## config.mk

```make
export PLATFORM = sky130hd
export DESIGN_NAME = trapezoid_ramp_path_time_unit
export DESIGN_NICKNAME = d
export VERILOG_FILES = /design/src/hdl/trp_pkg.sv /design/src/hdl/trp_front.sv /design/src/hdl/trp_div.sv /design/src/hdl/trp_sqrt.sv /design/src/hdl/trp_back.sv /design/src/hdl/trapezoid_ramp_path_time_unit.sv
export SDC_FILE = /design/constraint.sdc
export NUM_CORES = 2
export LEC_CHECK = 0
export BUFFER_PORTS_ARGS = -buffer_cell sky130_fd_sc_hd__buf_2
export CAP_MARGIN = 20
export CORE_MARGIN = 4
export CORE_UTILIZATION = 65
export CTS_CLUSTER_SIZE = 12
export DETAILED_ROUTE_END_ITERATION = 10
export PLACE_DENSITY = 0.88
export REMOVE_ABC_BUFFERS = 1
export SLEW_MARGIN = 20
export SYNTH_ARGS = -nofsm -noshare
export SYNTH_HDL_FRONTEND = slang
export SYNTH_HIERARCHICAL = 1
export SYNTH_SLANG_ARGS = --single-unit
```

## constraint.sdc

```tcl
create_clock -name clk -period 13 [get_ports clk]
set_input_delay 1.3 -clock clk [delete_from_list [all_inputs] [get_ports clk]]
set_output_delay 1.3 -clock clk [all_outputs]
set_load 0.02 [all_outputs]
```

## src/hdl/trp_pkg.sv

```systemverilog
// Package with shared constants, types and register codes of the ramp path time unit.
`timescale 1ns / 1ps
package trp_pkg;

	localparam int COORD_BITS_DEF = 32;
	localparam int FRAC_BITS_DEF  = 16;

	localparam int REG_W      = 32;
	localparam int CFG_IDX_W  = 1;
	localparam int SEG_LEN_W  = 34;
	localparam int SEG_TIME_W = 48;
	localparam int SUM_W      = 63;
	localparam int COUNT_W    = 32;
	localparam int OUT_W      = SEG_LEN_W + SEG_TIME_W + 2 * SUM_W + COUNT_W;

	localparam logic [CFG_IDX_W-1:0] REG_MAX_SPEED = 1'b0;
	localparam logic [CFG_IDX_W-1:0] REG_MAX_ACCEL = 1'b1;

	localparam logic [REG_W-1:0] REG_RESET = 32'd65536;

	typedef struct packed {
		logic seg;
		logic start;
		logic last;
	} trp_flags_t;

	typedef enum logic [3:0] {
		ST_IDLE,
		ST_SQX,
		ST_SQY,
		ST_ROOT,
		ST_MDA,
		ST_MVV,
		ST_DIVS,
		ST_ROOTS,
		ST_DIV1,
		ST_DIV2,
		ST_FIN
	} bk_state_t;

endpackage

```

## src/hdl/trp_front.sv

```systemverilog
// Front end: accepts waypoints, forms coordinate differences and queues them.
`timescale 1ns / 1ps
module trp_front #(
	parameter int COORD_BITS = trp_pkg::COORD_BITS_DEF
) (
	input  logic                  clk,
	input  logic                  arst_n,
	input  logic                  in_valid,
	output logic                  in_ready,
	input  logic [COORD_BITS-1:0] point_x,
	input  logic [COORD_BITS-1:0] point_y,
	input  logic                  path_start,
	input  logic                  path_end,
	output logic                  q_valid,
	input  logic                  q_pop,
	output logic [COORD_BITS-1:0] q_dx,
	output logic [COORD_BITS-1:0] q_dy,
	output trp_pkg::trp_flags_t   q_flags
);
	import trp_pkg::*;

	logic [COORD_BITS-1:0] prev_x_q, prev_y_q;
	logic                  have_prev_q;
	logic [COORD_BITS-1:0] dx_mem [2];
	logic [COORD_BITS-1:0] dy_mem [2];
	trp_flags_t            fl_mem [2];
	logic                  wr_ptr_q, rd_ptr_q;
	logic [1:0]            cnt_q;
	logic                  accept;
	logic signed [COORD_BITS:0] diff_x, diff_y;
	logic [COORD_BITS:0]   mag_x, mag_y;
	trp_flags_t            fl_new;

	assign in_ready = (cnt_q != 2'd2);
	assign accept   = in_valid & in_ready;
	assign q_valid  = (cnt_q != 2'd0);
	assign q_dx     = dx_mem[rd_ptr_q];
	assign q_dy     = dy_mem[rd_ptr_q];
	assign q_flags  = fl_mem[rd_ptr_q];

	always_comb begin
		diff_x = $signed({point_x[COORD_BITS-1], point_x})
			- $signed({prev_x_q[COORD_BITS-1], prev_x_q});
		diff_y = $signed({point_y[COORD_BITS-1], point_y})
			- $signed({prev_y_q[COORD_BITS-1], prev_y_q});
		mag_x = diff_x[COORD_BITS] ? $unsigned(-diff_x) : $unsigned(diff_x);
		mag_y = diff_y[COORD_BITS] ? $unsigned(-diff_y) : $unsigned(diff_y);
		fl_new.seg   = have_prev_q & ~path_start;
		fl_new.start = path_start;
		fl_new.last  = path_end;
	end

	always_ff @(posedge clk) begin
		if (accept) begin
			dx_mem[wr_ptr_q] <= mag_x[COORD_BITS-1:0];
			dy_mem[wr_ptr_q] <= mag_y[COORD_BITS-1:0];
			fl_mem[wr_ptr_q] <= fl_new;
		end
	end

	always_ff @(posedge clk or negedge arst_n) begin
		if (!arst_n) begin
			prev_x_q    <= '0;
			prev_y_q    <= '0;
			have_prev_q <= 1'b0;
			wr_ptr_q    <= 1'b0;
			rd_ptr_q    <= 1'b0;
			cnt_q       <= 2'd0;
		end else begin
			if (accept) begin
				prev_x_q    <= point_x;
				prev_y_q    <= point_y;
				have_prev_q <= ~path_end;
				wr_ptr_q    <= ~wr_ptr_q;
			end
			if (q_pop) begin
				rd_ptr_q <= ~rd_ptr_q;
			end
			cnt_q <= cnt_q + 2'(accept) - 2'(q_pop);
		end
	end

endmodule

```

## src/hdl/trp_div.sv

```systemverilog
// Restoring divider that produces one quotient bit per cycle.
`timescale 1ns / 1ps
module trp_div #(
	parameter int NW = 68,
	parameter int DW = 32
) (
	input  logic          clk,
	input  logic          arst_n,
	input  logic          go,
	input  logic [NW-1:0] num,
	input  logic [DW-1:0] den,
	output logic          busy,
	output logic [NW-1:0] quo
);
	localparam int CW = $clog2(NW + 1);

	logic [NW-1:0] num_q, quo_q;
	logic [DW-1:0] den_q;
	logic [DW:0]   rem_q;
	logic [CW-1:0] cnt_q;
	logic          busy_q;
	logic [DW+1:0] trial;
	logic [DW+1:0] diff;

	assign busy = busy_q;
	assign quo  = quo_q;

	always_comb begin
		trial = {rem_q, num_q[NW-1]};
		diff  = trial - {2'b00, den_q};
	end

	always_ff @(posedge clk) begin
		if (go) begin
			num_q <= num;
			den_q <= den;
			rem_q <= '0;
			quo_q <= '0;
		end else if (busy_q) begin
			num_q <= num_q << 1;
			if (!diff[DW+1]) begin
				rem_q <= diff[DW:0];
				quo_q <= {quo_q[NW-2:0], 1'b1};
			end else begin
				rem_q <= trial[DW:0];
				quo_q <= {quo_q[NW-2:0], 1'b0};
			end
		end
	end

	always_ff @(posedge clk or negedge arst_n) begin
		if (!arst_n) begin
			busy_q <= 1'b0;
			cnt_q  <= '0;
		end else if (go) begin
			busy_q <= 1'b1;
			cnt_q  <= CW'(NW);
		end else if (busy_q) begin
			cnt_q  <= cnt_q - 1'b1;
			busy_q <= (cnt_q != CW'(1));
		end
	end

endmodule

```

## src/hdl/trp_sqrt.sv

```systemverilog
// Digit-by-digit integer square root that retires one root bit per cycle.
`timescale 1ns / 1ps
module trp_sqrt #(
	parameter int XW = 68
) (
	input  logic             clk,
	input  logic             arst_n,
	input  logic             go,
	input  logic [XW-1:0]    x,
	output logic             busy,
	output logic [XW/2-1:0]  root
);
	localparam int RW = XW / 2;
	localparam int CW = $clog2(RW + 1);

	logic [XW-1:0] x_q;
	logic [RW-1:0] root_q;
	logic [RW+1:0] rem_q;
	logic [CW-1:0] cnt_q;
	logic          busy_q;
	logic [RW+3:0] rem_t, trial, diff;

	assign busy = busy_q;
	assign root = root_q;

	always_comb begin
		rem_t = {rem_q, x_q[XW-1:XW-2]};
		trial = {2'b00, root_q, 2'b01};
		diff  = rem_t - trial;
	end

	always_ff @(posedge clk) begin
		if (go) begin
			x_q    <= x;
			root_q <= '0;
			rem_q  <= '0;
		end else if (busy_q) begin
			x_q <= x_q << 2;
			if (rem_t >= trial) begin
				rem_q  <= diff[RW+1:0];
				root_q <= {root_q[RW-2:0], 1'b1};
			end else begin
				rem_q  <= rem_t[RW+1:0];
				root_q <= {root_q[RW-2:0], 1'b0};
			end
		end
	end

	always_ff @(posedge clk or negedge arst_n) begin
		if (!arst_n) begin
			busy_q <= 1'b0;
			cnt_q  <= '0;
		end else if (go) begin
			busy_q <= 1'b1;
			cnt_q  <= CW'(RW);
		end else if (busy_q) begin
			cnt_q  <= cnt_q - 1'b1;
			busy_q <= (cnt_q != CW'(1));
		end
	end

endmodule

```

## src/hdl/trp_back.sv

```systemverilog
// Back end: sequences length, ramp time and running totals for each queued waypoint.
`timescale 1ns / 1ps
module trp_back #(
	parameter int COORD_BITS = trp_pkg::COORD_BITS_DEF,
	parameter int FRAC_BITS  = trp_pkg::FRAC_BITS_DEF
) (
	input  logic                            clk,
	input  logic                            arst_n,
	input  logic                            cfg_we,
	input  logic [trp_pkg::CFG_IDX_W-1:0]   cfg_index,
	input  logic [trp_pkg::REG_W-1:0]       cfg_data,
	input  logic                            q_valid,
	output logic                            q_pop,
	input  logic [COORD_BITS-1:0]           q_dx,
	input  logic [COORD_BITS-1:0]           q_dy,
	input  trp_pkg::trp_flags_t             q_flags,
	output logic                            out_valid,
	input  logic                            out_ready,
	output logic [trp_pkg::SEG_LEN_W-1:0]   segment_length,
	output logic [trp_pkg::SEG_TIME_W-1:0]  segment_time,
	output logic [trp_pkg::SUM_W-1:0]       total_length,
	output logic [trp_pkg::SUM_W-1:0]       total_time,
	output logic [trp_pkg::COUNT_W-1:0]     waypoint_count,
	output logic                            path_done
);
	import trp_pkg::*;

	localparam int MW  = (COORD_BITS > SEG_LEN_W) ? COORD_BITS : SEG_LEN_W;
	localparam int PW  = 2 * MW;
	localparam int MCW = $clog2(MW + 1);
	localparam int NW  = SEG_LEN_W + 2 * FRAC_BITS + 2;
	localparam int SQW = 2 * COORD_BITS + 1;
	localparam int XM  = (SQW > NW) ? SQW : NW;
	localparam int XW  = ((XM + 1) / 2) * 2;
	localparam int RW  = XW / 2;
	localparam int CW  = (RW > SEG_TIME_W) ? RW : SEG_TIME_W;

	localparam logic [CW-1:0] LEN_MAX_C  = CW'({SEG_LEN_W{1'b1}});
	localparam logic [CW-1:0] TIME_MAX_C = CW'({SEG_TIME_W{1'b1}});
	localparam logic [NW-1:0] TIME_MAX_N = NW'({SEG_TIME_W{1'b1}});

	bk_state_t state_q, state_d;
	logic      started_q, op_done, unit_busy;
	logic      mul_go, div_go, sqrt_go, out_load;

	logic [REG_W-1:0]      speed_q, accel_q;
	logic [COORD_BITS-1:0] dx_q, dy_q;
	trp_flags_t            flags_q;
	logic [XW-1:0]         sq_q;
	logic [PW-1:0]         lhs_q;
	logic [SEG_LEN_W-1:0]  len_q;
	logic [SEG_TIME_W-1:0] time_q;
	logic [SUM_W-1:0]      len_sum_q, time_sum_q;
	logic [COUNT_W-1:0]    cnt_q;
	logic                  out_valid_q;

	logic [PW-1:0]  mul_a_q, mul_p_q;
	logic [MW-1:0]  mul_b_q;
	logic [MCW-1:0] mul_cnt_q;
	logic           mul_busy_q;
	logic [MW-1:0]  mul_x, mul_y;

	logic [NW-1:0]    div_num, div_quo;
	logic [REG_W-1:0] div_den;
	logic             div_busy;
	logic [XW-1:0]    sqrt_x;
	logic [RW-1:0]    sqrt_root;
	logic             sqrt_busy;

	logic [CW-1:0]         root_ext;
	logic [SEG_LEN_W-1:0]  len_sat;
	logic [SEG_TIME_W-1:0] root_time_sat, quo_sat;
	logic [SEG_TIME_W:0]   time_add;
	logic [SUM_W-1:0]      len_base, time_base;
	logic [COUNT_W-1:0]    cnt_base;
	logic [SUM_W:0]        len_add, tsum_add;
	logic [COUNT_W:0]      cnt_add;
	logic [SUM_W-1:0]      len_new, tsum_new;
	logic [COUNT_W-1:0]    cnt_new;

	trp_div #(.NW(NW), .DW(REG_W)) u_div (
		.clk(clk), .arst_n(arst_n), .go(div_go), .num(div_num), .den(div_den),
		.busy(div_busy), .quo(div_quo)
	);

	trp_sqrt #(.XW(XW)) u_sqrt (
		.clk(clk), .arst_n(arst_n), .go(sqrt_go), .x(sqrt_x),
		.busy(sqrt_busy), .root(sqrt_root)
	);

	assign unit_busy = mul_busy_q | div_busy | sqrt_busy;
	assign op_done   = started_q & ~unit_busy;
	assign out_valid = out_valid_q;

	always_comb begin
		mul_x   = MW'(dx_q);
		mul_y   = MW'(dx_q);
		div_num = {len_q, {(2 * FRAC_BITS + 2){1'b0}}};
		div_den = accel_q;
		sqrt_x  = sq_q;
		unique case (state_q)
			ST_SQY: begin
				mul_x = MW'(dy_q);
				mul_y = MW'(dy_q);
			end
			ST_MDA: begin
				mul_x = MW'(len_q);
				mul_y = MW'(accel_q);
			end
			ST_MVV: begin
				mul_x = MW'(speed_q);
				mul_y = MW'(speed_q);
			end
			ST_DIV1: begin
				div_num = NW'({speed_q, {FRAC_BITS{1'b0}}});
			end
			ST_DIV2: begin
				div_num = NW'({len_q, {FRAC_BITS{1'b0}}});
				div_den = speed_q;
			end
			ST_ROOTS: begin
				sqrt_x = XW'(div_quo);
			end
			default: begin
			end
		endcase
	end

	always_comb begin
		root_ext      = CW'(sqrt_root);
		len_sat       = (root_ext > LEN_MAX_C) ? {SEG_LEN_W{1'b1}} : root_ext[SEG_LEN_W-1:0];
		root_time_sat = (root_ext > TIME_MAX_C) ? {SEG_TIME_W{1'b1}}
			: root_ext[SEG_TIME_W-1:0];
		quo_sat       = (div_quo > TIME_MAX_N) ? {SEG_TIME_W{1'b1}} : div_quo[SEG_TIME_W-1:0];
		time_add      = {1'b0, time_q} + {1'b0, quo_sat};

		len_base  = flags_q.start ? '0 : len_sum_q;
		time_base = flags_q.start ? '0 : time_sum_q;
		cnt_base  = flags_q.start ? '0 : cnt_q;
		len_add   = {1'b0, len_base} + (SUM_W + 1)'(len_q);
		tsum_add  = {1'b0, time_base} + (SUM_W + 1)'(time_q);
		cnt_add   = {1'b0, cnt_base} + (COUNT_W + 1)'(1);
		len_new   = len_add[SUM_W] ? {SUM_W{1'b1}} : len_add[SUM_W-1:0];
		tsum_new  = tsum_add[SUM_W] ? {SUM_W{1'b1}} : tsum_add[SUM_W-1:0];
		cnt_new   = cnt_add[COUNT_W] ? {COUNT_W{1'b1}} : cnt_add[COUNT_W-1:0];
	end

	always_comb begin
		state_d  = state_q;
		mul_go   = 1'b0;
		div_go   = 1'b0;
		sqrt_go  = 1'b0;
		q_pop    = 1'b0;
		out_load = 1'b0;
		unique case (state_q)
			ST_IDLE: begin
				if (q_valid) begin
					q_pop   = 1'b1;
					state_d = q_flags.seg ? ST_SQX : ST_FIN;
				end
			end
			ST_SQX: begin
				mul_go = ~started_q;
				if (op_done) state_d = ST_SQY;
			end
			ST_SQY: begin
				mul_go = ~started_q;
				if (op_done) state_d = ST_ROOT;
			end
			ST_ROOT: begin
				sqrt_go = ~started_q;
				if (op_done) state_d = ST_MDA;
			end
			ST_MDA: begin
				mul_go = ~started_q;
				if (op_done) state_d = ST_MVV;
			end
			ST_MVV: begin
				mul_go = ~started_q;
				if (op_done) state_d = (mul_p_q > lhs_q) ? ST_DIVS : ST_DIV1;
			end
			ST_DIVS: begin
				div_go = ~started_q;
				if (op_done) state_d = ST_ROOTS;
			end
			ST_ROOTS: begin
				sqrt_go = ~started_q;
				if (op_done) state_d = ST_FIN;
			end
			ST_DIV1: begin
				div_go = ~started_q;
				if (op_done) state_d = ST_DIV2;
			end
			ST_DIV2: begin
				div_go = ~started_q;
				if (op_done) state_d = ST_FIN;
			end
			ST_FIN: begin
				if (!out_valid_q || out_ready) begin
					out_load = 1'b1;
					state_d  = ST_IDLE;
				end
			end
			default: begin
				state_d = ST_IDLE;
			end
		endcase
	end

	always_ff @(posedge clk) begin
		if (mul_go) begin
			mul_a_q <= PW'(mul_x);
			mul_b_q <= mul_y;
			mul_p_q <= '0;
		end else if (mul_busy_q) begin
			if (mul_b_q[0]) mul_p_q <= mul_p_q + mul_a_q;
			mul_a_q <= mul_a_q << 1;
			mul_b_q <= mul_b_q >> 1;
		end

		if (q_pop) begin
			dx_q    <= q_dx;
			dy_q    <= q_dy;
			flags_q <= q_flags;
			len_q   <= '0;
			time_q  <= '0;
		end
		if (op_done) begin
			unique case (state_q)
				ST_SQX:   sq_q   <= XW'(mul_p_q);
				ST_SQY:   sq_q   <= sq_q + XW'(mul_p_q);
				ST_ROOT:  len_q  <= len_sat;
				ST_MDA:   lhs_q  <= mul_p_q;
				ST_ROOTS: time_q <= root_time_sat;
				ST_DIV1:  time_q <= quo_sat;
				ST_DIV2:  time_q <= time_add[SEG_TIME_W] ? {SEG_TIME_W{1'b1}}
					: time_add[SEG_TIME_W-1:0];
				default: begin
				end
			endcase
		end
		if (out_load) begin
			segment_length <= len_q;
			segment_time   <= time_q;
			total_length   <= len_new;
			total_time     <= tsum_new;
			waypoint_count <= cnt_new;
			path_done      <= flags_q.last;
		end
	end

	always_ff @(posedge clk or negedge arst_n) begin
		if (!arst_n) begin
			state_q     <= ST_IDLE;
			started_q   <= 1'b0;
			mul_busy_q  <= 1'b0;
			mul_cnt_q   <= '0;
			speed_q     <= REG_RESET;
			accel_q     <= REG_RESET;
			len_sum_q   <= '0;
			time_sum_q  <= '0;
			cnt_q       <= '0;
			out_valid_q <= 1'b0;
		end else begin
			state_q <= state_d;
			if (op_done) begin
				started_q <= 1'b0;
			end else if (mul_go || div_go || sqrt_go) begin
				started_q <= 1'b1;
			end
			if (mul_go) begin
				mul_busy_q <= 1'b1;
				mul_cnt_q  <= MCW'(MW);
			end else if (mul_busy_q) begin
				mul_cnt_q  <= mul_cnt_q - 1'b1;
				mul_busy_q <= (mul_cnt_q != MCW'(1));
			end
			if (cfg_we) begin
				if (cfg_index == REG_MAX_SPEED) begin
					speed_q <= (cfg_data == '0) ? REG_W'(1) : cfg_data;
				end else if (cfg_index == REG_MAX_ACCEL) begin
					accel_q <= (cfg_data == '0) ? REG_W'(1) : cfg_data;
				end
			end
			if (out_load) begin
				out_valid_q <= 1'b1;
				len_sum_q   <= flags_q.last ? '0 : len_new;
				time_sum_q  <= flags_q.last ? '0 : tsum_new;
				cnt_q       <= flags_q.last ? '0 : cnt_new;
			end else if (out_ready) begin
				out_valid_q <= 1'b0;
			end
		end
	end

endmodule

```

## src/hdl/trapezoid_ramp_path_time_unit.sv

```systemverilog
// A path's first point skips the arithmetic and goes straight to the result. A later point
// runs through the one-bit-per-cycle shift-add multiplier (four passes), the restoring divider
// and the digit square root, on a short segment and on a long one. The back end takes no new
// waypoint until it has finished the last one; a two-entry queue takes points meanwhile.
// Reset clears the queue, path totals and previous point, and sets both limits to 1.0.
`timescale 1ns / 1ps
module trapezoid_ramp_path_time_unit #(
	parameter int COORD_BITS = trp_pkg::COORD_BITS_DEF,
	parameter int FRAC_BITS  = trp_pkg::FRAC_BITS_DEF
) (
	input  logic                                    clk,
	input  logic                                    arst_n,
	input  logic                                    cfg_we,
	input  logic [trp_pkg::CFG_IDX_W-1:0]           cfg_index,
	input  logic [trp_pkg::REG_W-1:0]               cfg_data,
	input  logic                                    s_tvalid,
	output logic                                    s_tready,
	// Fields from bit 0: point_x, point_y, zero padding.
	input  logic [((2 * COORD_BITS + 7) / 8) * 8-1:0] s_tdata,
	// Field: path_start.
	input  logic                                    s_tuser,
	input  logic                                    s_tlast,
	output logic                                    m_tvalid,
	input  logic                                    m_tready,
	// Fields from bit 0: segment_length, segment_time, total_length, total_time,
	// waypoint_count.
	output logic [trp_pkg::OUT_W-1:0]               m_tdata,
	output logic                                    m_tlast
);
	import trp_pkg::*;

	logic                  q_valid, q_pop;
	logic [COORD_BITS-1:0] q_dx, q_dy;
	trp_flags_t            q_flags;
	logic [SEG_LEN_W-1:0]  seg_len;
	logic [SEG_TIME_W-1:0] seg_time;
	logic [SUM_W-1:0]      tot_len, tot_time;
	logic [COUNT_W-1:0]    wp_count;

	trp_front #(.COORD_BITS(COORD_BITS)) u_front (
		.clk(clk), .arst_n(arst_n),
		.in_valid(s_tvalid), .in_ready(s_tready),
		.point_x(s_tdata[COORD_BITS-1:0]),
		.point_y(s_tdata[2*COORD_BITS-1:COORD_BITS]),
		.path_start(s_tuser), .path_end(s_tlast),
		.q_valid(q_valid), .q_pop(q_pop), .q_dx(q_dx), .q_dy(q_dy), .q_flags(q_flags)
	);

	trp_back #(.COORD_BITS(COORD_BITS), .FRAC_BITS(FRAC_BITS)) u_back (
		.clk(clk), .arst_n(arst_n),
		.cfg_we(cfg_we), .cfg_index(cfg_index), .cfg_data(cfg_data),
		.q_valid(q_valid), .q_pop(q_pop), .q_dx(q_dx), .q_dy(q_dy), .q_flags(q_flags),
		.out_valid(m_tvalid), .out_ready(m_tready),
		.segment_length(seg_len), .segment_time(seg_time),
		.total_length(tot_len), .total_time(tot_time),
		.waypoint_count(wp_count), .path_done(m_tlast)
	);

	assign m_tdata = {wp_count, tot_time, tot_len, seg_time, seg_len};

endmodule

```

==> summary.txt <==
Run status
  • Outcome: finished clean

Timing
  • RSZ-0062 raised after global routing: no
  • Slew HR: 0.269
  • Clock skew: 57.4 ps
  • Hold Fails Final Rpt: 0
  • Fmax: 0.171 GHz
  • Final Cycle Share: 0.449
  • Final setup viols: 0
  • Final setup TNS: 0 ps
  • Min Tclk post-route: 5840 ps
  • Tightest Pin Transition: 1090 ps
  • Final worst slack: 7160 ps
  • Slew Limit Fails: 0

Die
  • Die Area: 0.138 sq mm
  • Die height: 371 um
  • Initial Util: 0.658
  • Die width: 371 um
  • Std cell rows: 132
  • I/O pin total: 347
  • Core area: 0.130 sq mm

Global route
  • Vias in the first global route: 67600
  • Grt ovf: 0
  • Global Route Usage Sum: 0.339
  • Initial antenna violation count: 8
  • First-pass GRT wire length: 372 mm
  • Largest net degree at the start of global routing: 200

Place
  • Worst slack at placement: 7360 ps
  • IO buf count: 346
  • Post-Place Cell Area: 0.0885 sq mm
  • Post-DP HPWL: 167 mm
  • GP Congestion: 0.946

Logic synthesis
  • Distinct cells, synth: 123
  • Synth warn: 6
  • Multiplexer area fraction after synthesis: 0.0628
  • Post-synth EDFFs: 811
  • Cell count after synthesis: 8774
  • Simple-Gate Fraction of Synth Area: 0.150
  • Post-synthesis adder-cell area fraction: 0.0713
  • Xor-xnor portion of the synthesized cell area: 0.0482
  • Sequential area share after synthesis: 0.461
  • Main combinational cell family by area after synthesis: compound AO/OA/AOI/OAI gates
  • Most used DFF post-synth: edfxtp_1
  • Flops & latches, synth: 1485
  • Post-Syn Area: 0.0856 sq mm
  • Post-synth ARST share: 0.215
  • Compound-cell area share of the yosys netlist: 0.172
  • Avg Cell Area, Syn: 9.75 sq um

Critical path
  • Crit Path Max Fanout: 147
  • Crit path required time: 13750 ps
  • Critical Path Source Type: register
  • Critical Path End Type: register
  • Worst EP arrival: 6590 ps
  • Setup Crit Path Kind: reg2reg

Finish
  • Final non-filler cell area: 0.0937 sq mm
  • FILL cells: 9159
  • NumNets Final: 9499
  • Area grow syn2layout: 9.51%
  • FF+latch area: 0.0395 sq mm
  • Multi-input gate area: 0.0434 sq mm
  • Final Util: 0.720
  • Layout cells sized above 1: 0.123

Clock network
  • CTS H-tree depth: 4
  • CTS sink cnt: 1485
  • Post-CTS sizing: 0
  • Post-CTS Repair Setup Buffers: 0
  • CTS tree: built
  • Clk_lat worst skew: 820 ps
  • CTS Buf Count: 158
  • CTS max path bufs: 3
  • Hold-fix buffers, CTS: 0
  • Root buffer cell: clkbuf_16
  • Clock slew seen by the registers of the worst setup and hold paths: 60 ps

Detailed routing
  • Iter 0 DRT Violations: 8151
  • DR DRC count: 0
  • DRT Wirelength: 239 mm
  • Antenna viol nets, final: 0
  • Drt via density: 6.43
  • Routed WL per cell: 22.1 um
  • DRT Pass-1 Iters: 8
  • Via count: 69400

Pwr
  • Max IR drop VDD: 0.193 mV
  • Leak: 0.0407 uW
  • Pwr dens: 231 mW/mm^2

Flow run
  • Maxcap violations: 0

Hold path
  • Hold crit path type: in2async
==> report_power, final <==
group          total, uW  switching, uW  internal (uW)
clock network       4520           1920           2600
registers           7870           1050           6820
logic               9230           5650           3580
==> stage by stage <==
| step | power [uW] | hold slack, ps | std cells |
|---|---|---|---|
| final | 21600 | 475 | 10800 |
| after global routing | 22800 | 495 | 10800 |
| after CTS | 21400 | 474 | 10800 |
| after detailed placement | 16800 | 462 | 10500 |
| after global placement | 16400 | 451 | 10500 |
| after floorplan | 14500 | 442 | 8339 |
==> kinds of logic (layout without fill, tap and decap cells) <==
family	after synthesis	after routing
adder cells (fa/ha/maj)	483	483
other	1	20
XOR/XNOR	468	468
flip-flops	1485	1485
AND/OR/NAND/NOR	2816	2816
AO/OA/AOI/OAI	2258	2258
multiplexers	496	496
buffers and inverters	767	1028
==> critical path, cell delays in order (launching register included) <==
cell and delay, ps:
edfxtp_1 400, buf_12 460, nor2b_1 130, ha_1 350, a21oi_1 120, o21ai_0 200, a211o_1 220, a41oi_1 280
o41ai_1 980, o21ai_1 560, nor4_4 590, nand2_2 470, buf_4 440, o21ai_0 200, a22o_1 180
==> state kept, by name, indices dropped and copies added (netlist names), 64 cells and up <==
name                cells
u_back/mul_a_q         68
u_front/dy_mem         64
u_back/lhs_q           68
u_front/dx_mem         64
u_back/u_div/num_q     68
u_back/u_sqrt/x_q      68
u_back/mul_p_q         68
u_back/sq_q            68
u_back/u_div/quo       68
==> synth_stat cells (45+ instances only) <==
master    number  area (sq um)
inv_1        316          1190
and2_1        58           363
a21o_1       268          2010
a31oi_1       93           582
nor2_1       574          2150
xor2_1       200          1750
clkbuf_1     370          1390
nand4_1      103           644
o21bai_1      67           503
nand2_1     1299          4880
mux2_2       326          3670
nand2b_1      80           500
mux2i_1      170          1700
o21a_1        45           338
ha_1         475          5940
a21oi_1      664          3320
a211oi_1      63           473
nor3_1        93           465
or3_1         76           475
edfxtp_1     811         24400
o21ai_0      495          2480
nand3_1      152           761
nor2b_1      167          1040
a22o_1       123          1080
and3_1        70           438
dfxtp_1      355          7110
xnor2_1      266          2330
dfrtp_1      317          7930
==> area by class of cell <==
| type | count | share of cell area |
|---|---|---|
| antenna | 4 | 0.000107 |
| clock buffer | 246 | 0.0479 |
| clock inverter | 52 | 0.00750 |
| inverter | 317 | 0.0128 |
| multi-input combinational | 6537 | 0.463 |
| sequential | 1485 | 0.421 |
| tap | 1742 | 0.0233 |
| timing repair buffer | 413 | 0.0245 |
==> layout by cell type, fill, tap and decap left out, drive strengths merged, types with 123 or more instances in the layout <==
cell    Yosys  routed
dfrtp     317     317
edfxtp    811     811
buf        79     413
a21o      270     270
nor2      577     577
nor2b     167     167
mux2i     170     170
inv       317     325
nand2    1301    1301
dfxtp     355     355
mux2      326     326
ha        475     475
clkbuf    371     246
xnor2     267     267
nand3     152     152
xor2      201     201
a22o      123     123
a21oi     672     672
o21ai     522     522
==> worst paths after layout <==
check / startpoint / endpoint / slack [ps] / cells after the start
setup / recovery: u_back/flags_q[1] / u_back/len_sum_q[2] / 7160 / 14
hold / removal: arst_n / u_back/time_sum_q[0] / 480 / 1
setup reg to reg: u_back/flags_q[1] / u_back/len_sum_q[2] / 7160 / 14
hold reg to reg: u_back/time_sum_q[43] / u_back/time_sum_q[43] / 480 / 1
max in group asynchronous: arst_n / u_front/prev_y_q[31] / 10290 / 3
min in group clk: u_back/time_sum_q[43] / u_back/time_sum_q[43] / 480 / 1
==> routing by layer <==
metal  up-vias  track usage  routed length, um
met5         -            0                 66
met4        10        0.180              13600
met3       698       0.0675              22700
met2      3657        0.543             109000
met1     33000        0.437              92900
li1      32000            -                  -
Note: power is estimated with default switching activity, not from simulation.
